==> src/rtl/slc_pkg.sv <==
// shared types and character codes for the source line counter
package slc_pkg;

  // scanner modes
  typedef enum logic [2:0] {
    MODE_NORMAL = 3'd0,
    MODE_SLASH  = 3'd1,
    MODE_LINE   = 3'd2,
    MODE_BLOCK  = 3'd3,
    MODE_STAR   = 3'd4,
    MODE_STRING = 3'd5,
    MODE_CHAR   = 3'd6
  } mode_t;

  // word operations
  localparam logic OP_BYTE = 1'b0;
  localparam logic OP_END  = 1'b1;

  localparam int unsigned TOTAL_WIDTH = 32;

  // character codes
  localparam logic [7:0] CH_CR    = 8'h0D;
  localparam logic [7:0] CH_LF    = 8'h0A;
  localparam logic [7:0] CH_SLASH = 8'h2F;
  localparam logic [7:0] CH_STAR  = 8'h2A;
  localparam logic [7:0] CH_DQ    = 8'h22;
  localparam logic [7:0] CH_SQ    = 8'h27;
  localparam logic [7:0] CH_BS    = 8'h5C;
  localparam logic [7:0] CH_SP    = 8'h20;
  localparam logic [7:0] CH_TAB   = 8'h09;
  localparam logic [7:0] CH_VT    = 8'h0B;
  localparam logic [7:0] CH_FF    = 8'h0C;

  // input word
  typedef struct packed {
    logic       op;
    logic [7:0] data;
  } in_word_t;

  // result word
  typedef struct packed {
    logic [TOTAL_WIDTH-1:0] total;
    logic                   done;
  } out_word_t;

  // scanner status seen by the top level
  typedef struct packed {
    logic at_rest;
    logic count_full;
  } scan_status_t;

endpackage

==> src/rtl/source_line_counter_top.sv <==
// top level of the source line counter: input register, scanner, result register
// a word passes from the input register through the scanner into the result register, which drives out_valid
// throughput: one word per cycle while out_stall is low, each word giving exactly one result word
// the scanner state updates as a word moves from input to result register
// reset: synchronous, clears the scanner state, both register valids and the
// comment-line switch; no clearing pass
module source_line_counter_top import slc_pkg::*; #(
  parameter int unsigned COUNT_WIDTH = 32
) (
  input  logic        clk,
  input  logic        rst,
  input  logic        in_valid,
  output logic        in_stall,
  input  logic        op,
  input  logic [7:0]  byte_in,
  output logic        out_valid,
  input  logic        out_stall,
  output logic [31:0] line_total,
  output logic        file_done,
  input  logic        cfg_valid,
  output logic        cfg_ready,
  input  logic        cfg_data
);

  logic                   s1_valid;
  in_word_t               s1_word;
  logic                   s2_valid;
  out_word_t              s2_word;
  logic                   s1_adv;
  logic                   fire;
  logic                   accept;
  logic                   count_comment_lines;
  out_word_t              scan_result;
  logic [COUNT_WIDTH-1:0] count;
  scan_status_t           status;

  // handshake
  assign s1_adv    = !s2_valid || !out_stall;
  assign fire      = s1_valid && s1_adv;
  assign in_stall  = s1_valid && !s1_adv;
  assign accept    = in_valid && !in_stall;
  assign cfg_ready = 1'b1;

  // configuration register
  always_ff @(posedge clk) begin
    if (rst) begin
      count_comment_lines <= 1'b0;
    end else if (cfg_valid && cfg_ready) begin
      count_comment_lines <= cfg_data;
    end
  end

  // input register
  always_ff @(posedge clk) begin
    if (rst) begin
      s1_valid <= 1'b0;
    end else begin
      s1_valid <= accept || (s1_valid && !s1_adv);
    end
  end

  always_ff @(posedge clk) begin
    if (accept) begin
      s1_word.op   <= op;
      s1_word.data <= byte_in;
    end
  end

  slc_scan #(
    .COUNT_WIDTH(COUNT_WIDTH)
  ) u_scan (
    .clk                 (clk),
    .rst                 (rst),
    .fire                (fire),
    .word                (s1_word),
    .count_comment_lines (count_comment_lines),
    .result              (scan_result),
    .count               (count),
    .status              (status)
  );

  // result register
  always_ff @(posedge clk) begin
    if (rst) begin
      s2_valid <= 1'b0;
    end else begin
      s2_valid <= fire || (s2_valid && out_stall);
    end
  end

  always_ff @(posedge clk) begin
    if (fire) begin
      s2_word <= scan_result;
    end
  end

  assign out_valid  = s2_valid;
  assign line_total = s2_word.total;
  assign file_done  = s2_word.done;

  // the input side only stalls while the input register holds a word
  assert property (@(posedge clk) disable iff (rst) in_stall |-> s1_valid)
    else $error("input stalled with empty input register");

  // an end word leaves the scanner at rest
  assert property (@(posedge clk) disable iff (rst)
                   (fire && s1_word.op == OP_END) |=> status.at_rest)
    else $error("scanner state not cleared after end word");

  // a byte word raises the count by at most one
  assert property (@(posedge clk) disable iff (rst)
                   (fire && s1_word.op == OP_BYTE) |=>
                   (count == $past(count) || count == $past(count) + 1'b1))
    else $error("count moved by more than one");

  // a full count stays full until the file ends
  assert property (@(posedge clk) disable iff (rst)
                   (status.count_full && !(fire && s1_word.op == OP_END)) |=> status.count_full)
    else $error("saturated count wrapped");

endmodule

==> src/rtl/slc_scan.sv <==
// scanner state and single-pass update for one word
module slc_scan import slc_pkg::*; #(
  parameter int unsigned COUNT_WIDTH = 32
) (
  input  logic                   clk,
  input  logic                   rst,
  input  logic                   fire,
  input  in_word_t               word,
  input  logic                   count_comment_lines,
  output out_word_t              result,
  output logic [COUNT_WIDTH-1:0] count,
  output scan_status_t           status
);

  mode_t                  mode, mode_next;
  logic                   esc, esc_next;
  logic                   has_code, has_code_next;
  logic                   has_cmt, has_cmt_next;
  logic                   seen, seen_next;
  logic [COUNT_WIDTH-1:0] count_next;
  logic [COUNT_WIDTH-1:0] count_upd;

  // next state for the word in the input register
  always_comb begin
    mode_t      m;
    logic       cont;
    logic       close;
    logic       bump;
    logic [7:0] b;
    logic [7:0] closer;

    mode_next     = mode;
    esc_next      = esc;
    has_code_next = has_code;
    has_cmt_next  = has_cmt;
    seen_next     = seen;
    m             = mode;
    cont          = 1'b0;
    close         = 1'b0;
    bump          = 1'b0;
    b             = word.data;
    closer        = (mode == MODE_CHAR) ? CH_SQ : CH_DQ;

    if (word.op == OP_BYTE) begin
      seen_next = 1'b1;
      cont      = 1'b1;
      // pending slash, pending star and line comment
      unique case (mode)
        MODE_SLASH: begin
          if (b == CH_SLASH) begin
            has_cmt_next = 1'b1;
            mode_next    = MODE_LINE;
            cont         = 1'b0;
          end else if (b == CH_STAR) begin
            has_cmt_next = 1'b1;
            mode_next    = MODE_BLOCK;
            cont         = 1'b0;
          end else begin
            has_code_next = 1'b1;
            esc_next      = 1'b0;
            mode_next     = MODE_NORMAL;
            m             = MODE_NORMAL;
          end
        end
        MODE_STAR: begin
          if (b == CH_SLASH) begin
            has_cmt_next = 1'b1;
            mode_next    = MODE_NORMAL;
            cont         = 1'b0;
          end else begin
            mode_next = MODE_BLOCK;
            m         = MODE_BLOCK;
          end
        end
        MODE_LINE: begin
          cont = 1'b0;
          if (b == CH_LF) begin
            close     = 1'b1;
            mode_next = MODE_NORMAL;
          end
        end
        default: begin
        end
      endcase

      // the byte itself, reprocessed where a lookahead failed
      if (cont) begin
        if (b == CH_CR) begin
        end else if (b == CH_LF) begin
          close = 1'b1;
        end else begin
          unique case (m)
            MODE_BLOCK: begin
              has_cmt_next = 1'b1;
              if (b == CH_STAR) mode_next = MODE_STAR;
            end
            MODE_STRING, MODE_CHAR: begin
              has_code_next = 1'b1;
              if (!esc && b == closer) mode_next = MODE_NORMAL;
              esc_next = !esc && (b == CH_BS);
            end
            default: begin
              if (b == CH_SLASH) begin
                mode_next = MODE_SLASH;
              end else if (b == CH_DQ) begin
                mode_next     = MODE_STRING;
                esc_next      = 1'b0;
                has_code_next = 1'b1;
              end else if (b == CH_SQ) begin
                mode_next     = MODE_CHAR;
                esc_next      = 1'b0;
                has_code_next = 1'b1;
              end else if (!(b == CH_SP || b == CH_TAB || b == CH_VT || b == CH_FF)) begin
                has_code_next = 1'b1;
              end
            end
          endcase
        end
      end
    end else if (mode == MODE_LINE) begin
      close = 1'b1;
    end else begin
      // end of file: unterminated last line
      bump = seen && (has_code || mode == MODE_SLASH ||
                      (count_comment_lines && has_cmt));
    end

    // line close
    if (close) begin
      bump          = has_code_next || (count_comment_lines && has_cmt_next);
      has_code_next = 1'b0;
      has_cmt_next  = 1'b0;
    end

    // saturating count
    count_upd = (bump && !(&count)) ? count + 1'b1 : count;

    // end word clears everything after the total is taken
    count_next = count_upd;
    if (word.op == OP_END) begin
      mode_next     = MODE_NORMAL;
      esc_next      = 1'b0;
      has_code_next = 1'b0;
      has_cmt_next  = 1'b0;
      seen_next     = 1'b0;
      count_next    = '0;
    end
  end

  // total clipped to the result width
  generate
    if (COUNT_WIDTH > TOTAL_WIDTH) begin : g_clip
      assign result.total = (|count_upd[COUNT_WIDTH-1:TOTAL_WIDTH]) ? '1 :
                            count_upd[TOTAL_WIDTH-1:0];
    end else begin : g_ext
      assign result.total = TOTAL_WIDTH'(count_upd);
    end
  endgenerate

  assign result.done = word.op;

  // state registers
  always_ff @(posedge clk) begin
    if (rst) begin
      mode     <= MODE_NORMAL;
      esc      <= 1'b0;
      has_code <= 1'b0;
      has_cmt  <= 1'b0;
      seen     <= 1'b0;
      count    <= '0;
    end else if (fire) begin
      mode     <= mode_next;
      esc      <= esc_next;
      has_code <= has_code_next;
      has_cmt  <= has_cmt_next;
      seen     <= seen_next;
      count    <= count_next;
    end
  end

  assign status.at_rest    = (mode == MODE_NORMAL) && !esc && !has_code && !has_cmt &&
                             !seen && (count == '0);
  assign status.count_full = &count;

endmodule

==> config.mk <==
export PLATFORM = sky130hd
export DESIGN_NAME = source_line_counter_top
export DESIGN_NICKNAME = d
export VERILOG_FILES = /design/src/rtl/slc_pkg.sv /design/src/rtl/source_line_counter_top.sv /design/src/rtl/slc_scan.sv
export SDC_FILE = /design/constraint.sdc
export NUM_CORES = 1
export LEC_CHECK = 0
export ABC_AREA = 0
export BUFFER_PORTS_ARGS = -buffer_cell sky130_fd_sc_hd__clkbuf_2
export CORE_AREA = 2 2 113 115
export DETAILED_ROUTE_END_ITERATION = 6
export DIE_AREA = 0 0 115 117
export PLACE_DENSITY = 0.62
export SLEW_MARGIN = 20
export SYNTH_ARGS = -nofsm -noshare
export SYNTH_HDL_FRONTEND = slang
export SYNTH_HIERARCHICAL = 1
export SYNTH_SLANG_ARGS = --single-unit
export TNS_END_PERCENT = 5
==> constraint.sdc <==
create_clock -name clk -period 6.6 [get_ports clk]
set_clock_uncertainty 0.05 [all_clocks]
set_input_delay 0.99 -clock clk [delete_from_list [all_inputs] [get_ports clk]]
set_output_delay 0.99 -clock clk [all_outputs]
set_load 0.05 [all_outputs]
==> impl_metrics.env <==
export IMPL_startpoint_type="input port"
export IMPL_antenna_found_initial=0
export IMPL_cp_data_arrival_time_ns=3.97
export IMPL_drt_pass1_iter_count=5
export IMPL_rsz0062_at_grt="no"
export IMPL_grt_max_degree=31
export IMPL_maxUsedRoutingLayer="met4"
export IMPL_grt_remaining_overflow=0
export IMPL_max_stage_delay_ns=0.82
export IMPL_final_nets=540
export IMPL_root_buffer="clkbuf_16"
export IMPL_drc=0
export IMPL_syn_avg_cell_area_um2=9.10
export IMPL_row_count=41
export IMPL_antennaDiodeCount=0
export IMPL_setup_tns_ns=0
export IMPL_netlist_area_um2=4570
export IMPL_first_global_vias=3427
export IMPL_worst_setup_path_end_kind="register"
export IMPL_worst_path_max_fanout=28
export IMPL_area_delta_synth_final_pct=12.5
export IMPL_htree_levels=3
export IMPL_period_share_pct=56.9
export IMPL_cap_violations=0
export IMPL_vias_per_cell=5.67
export IMPL_cp_required_ns=6.81
export IMPL_clock_path_buffers=2
export IMPL_worstMarginPinSlew_ns=0.918
export IMPL_power_density_nw_per_um2=231
export IMPL_cts_tree="done"
export IMPL_pin_count=51
export IMPL_fin_area_um2=5140
export IMPL_hpwl_um=7240
export IMPL_final_util_pct=41.7
export IMPL_finalCriticalPeriod_ns=3.76
export IMPL_slew_viol_final=0
export IMPL_dp_cells=662
export IMPL_holdCritStartpoint="u_scan/seen"
export IMPL_wirelength_um=10600
export IMPL_gp_congestion=0.871
export IMPL_clkTransAtPathRegs_ns=0.06
export IMPL_maxSlewHeadroom_pct=38.6
export IMPL_drive_gt1_share_pct=16.3
export IMPL_max_freq_mhz=266
export IMPL_dieWidth_um=115
export IMPL_cp_buffers_inverters=1
export IMPL_hold_class="register to register"
export IMPL_met1_length_um=4910
export IMPL_start_util_pct=37.1
export IMPL_worstReg2RegStart="s1_valid"
export IMPL_cts_buffers=9
export IMPL_dr_wl_met3_um=652
export IMPL_power_leakage_uw=0.00177
export IMPL_wl_met2_um=4960
export IMPL_place_area_um2=4840
export IMPL_ctsResizeCount=0
export IMPL_drtIter0Drc=305
export IMPL_critPathSlowestCell="nor2_1"
export IMPL_cts_sinks=84
export IMPL_core_um2=12300
export IMPL_clkLatencyLatePin_ns=0.35
export IMPL_wl_per_cell_um=15.6
export IMPL_postCtsSetupRepairBufs=0
export IMPL_finalNonFillerCells=678
export IMPL_grt_usage_pct=16.1
export IMPL_path_class="input port to register"
export IMPL_crit_start="out_stall"
export IMPL_synth_nets=519
export IMPL_worst_slack_ns=2.84
export IMPL_path_cells="clkbuf_2, a21boi_4, nand2_1, nor2_1, nand4_1, o32a_1, o31ai_1"
export IMPL_vias=3845
export IMPL_port_buffers=49
export IMPL_grt_pass1_wl_um=17000
export IMPL_syn_inst=502
export IMPL_drtAntennaViolNets=0
export IMPL_holdBufCountCts=0
export IMPL_status="finished clean"
export IMPL_crit_family="simple AND/OR/NAND/NOR gates"
export IMPL_yosys_warnings=6
export IMPL_die_height_um=117
export IMPL_pre_cts_slack_ns=2.47
export IMPL_dieArea_um2=13500
export IMPL_finalHoldViolCount=0
export IMPL_peakVddDrop_mv=0.142
export IMPL_finalSetupViolCount=0
power breakdown:
part	switching, uW	leakage, uW	internal, uW
clock	207	0.000140	293
sequential	12.3	0.000728	563
combinational	80.6	0.000899	28.3
stage by stage:
stage / total power [uW] / hold WS [ns]
finish: 1180 / 0.422
global route: 1230 / 0.439
CTS: 1200 / 0.427
detailed placement: 696 / 0.414
global placement: 694 / 0.398
floorplan: 670 / 0.385
worst register-to-register path, stage by stage (launching register included):
cell,delay (ns)
dfxtp_1,0.36
a21boi_4,0.75
nand2_1,0.71
nor2_1,0.82
nand4_1,0.20
o32a_1,0.33
o31ai_1,0.06
final timing paths:
path / endpoint / slack, ns / cells past startpoint
setup / recovery: u_scan/count[29] / 2.84 / 7
setup reg to reg: u_scan/count[29] / 3.23 / 6
hold reg to reg: u_scan/seen / 0.42 / 2
hold / removal: u_scan/seen / 0.42 / 2
area by class of cell:
cell class              instances  area, um^2
multi-input cells             366        2250
repair buffers                 51         260
flip-flops and latches         84        2100
fillers                      1238        7180
clock buffers                  10         229
well taps                     150         188
inverters                      11        41.3
clock inverters                 6        63.8
placed cells by master, fill, tap and decap left out, types with 6 or more instances in the layout:
| cell | n |
|---|---|
| nand4_1 | 9 |
| nor3_1 | 14 |
| o211ai_1 | 8 |
| a31oi_1 | 23 |
| clkbuf_2 | 49 |
| or3_1 | 14 |
| and2_1 | 6 |
| o31ai_1 | 7 |
| nor2_1 | 35 |
| or4_1 | 7 |
| nand3_1 | 19 |
| a21oi_1 | 36 |
| xor2_1 | 12 |
| xnor2_1 | 21 |
| and3_1 | 9 |
| dfxtp_1 | 42 |
| nand2b_1 | 7 |
| nand2_1 | 51 |
| edfxtp_1 | 42 |
| clkbuf_16 | 9 |
| inv_1 | 11 |
| o21ai_0 | 31 |
metal layers:
metal	GRT usage, %	up-vias
met1	21.6	1815
met4	4.74	0
li1	-	1884
met3	4.69	10
met2	25.4	136
met5	0	-
registers in the layout (all words and copies together), names as in the netlist:
name                 cells
file_done                1
u_scan/seen              1
u_scan/count            32
s1_word                  9
u_scan/esc               1
count_comment_lines      1
out_valid                1
line_total              32
u_scan/has_cmt           1
u_scan/has_code          1
s1_valid                 1
u_scan/mode              3
(Power assumes the default switching activity.)
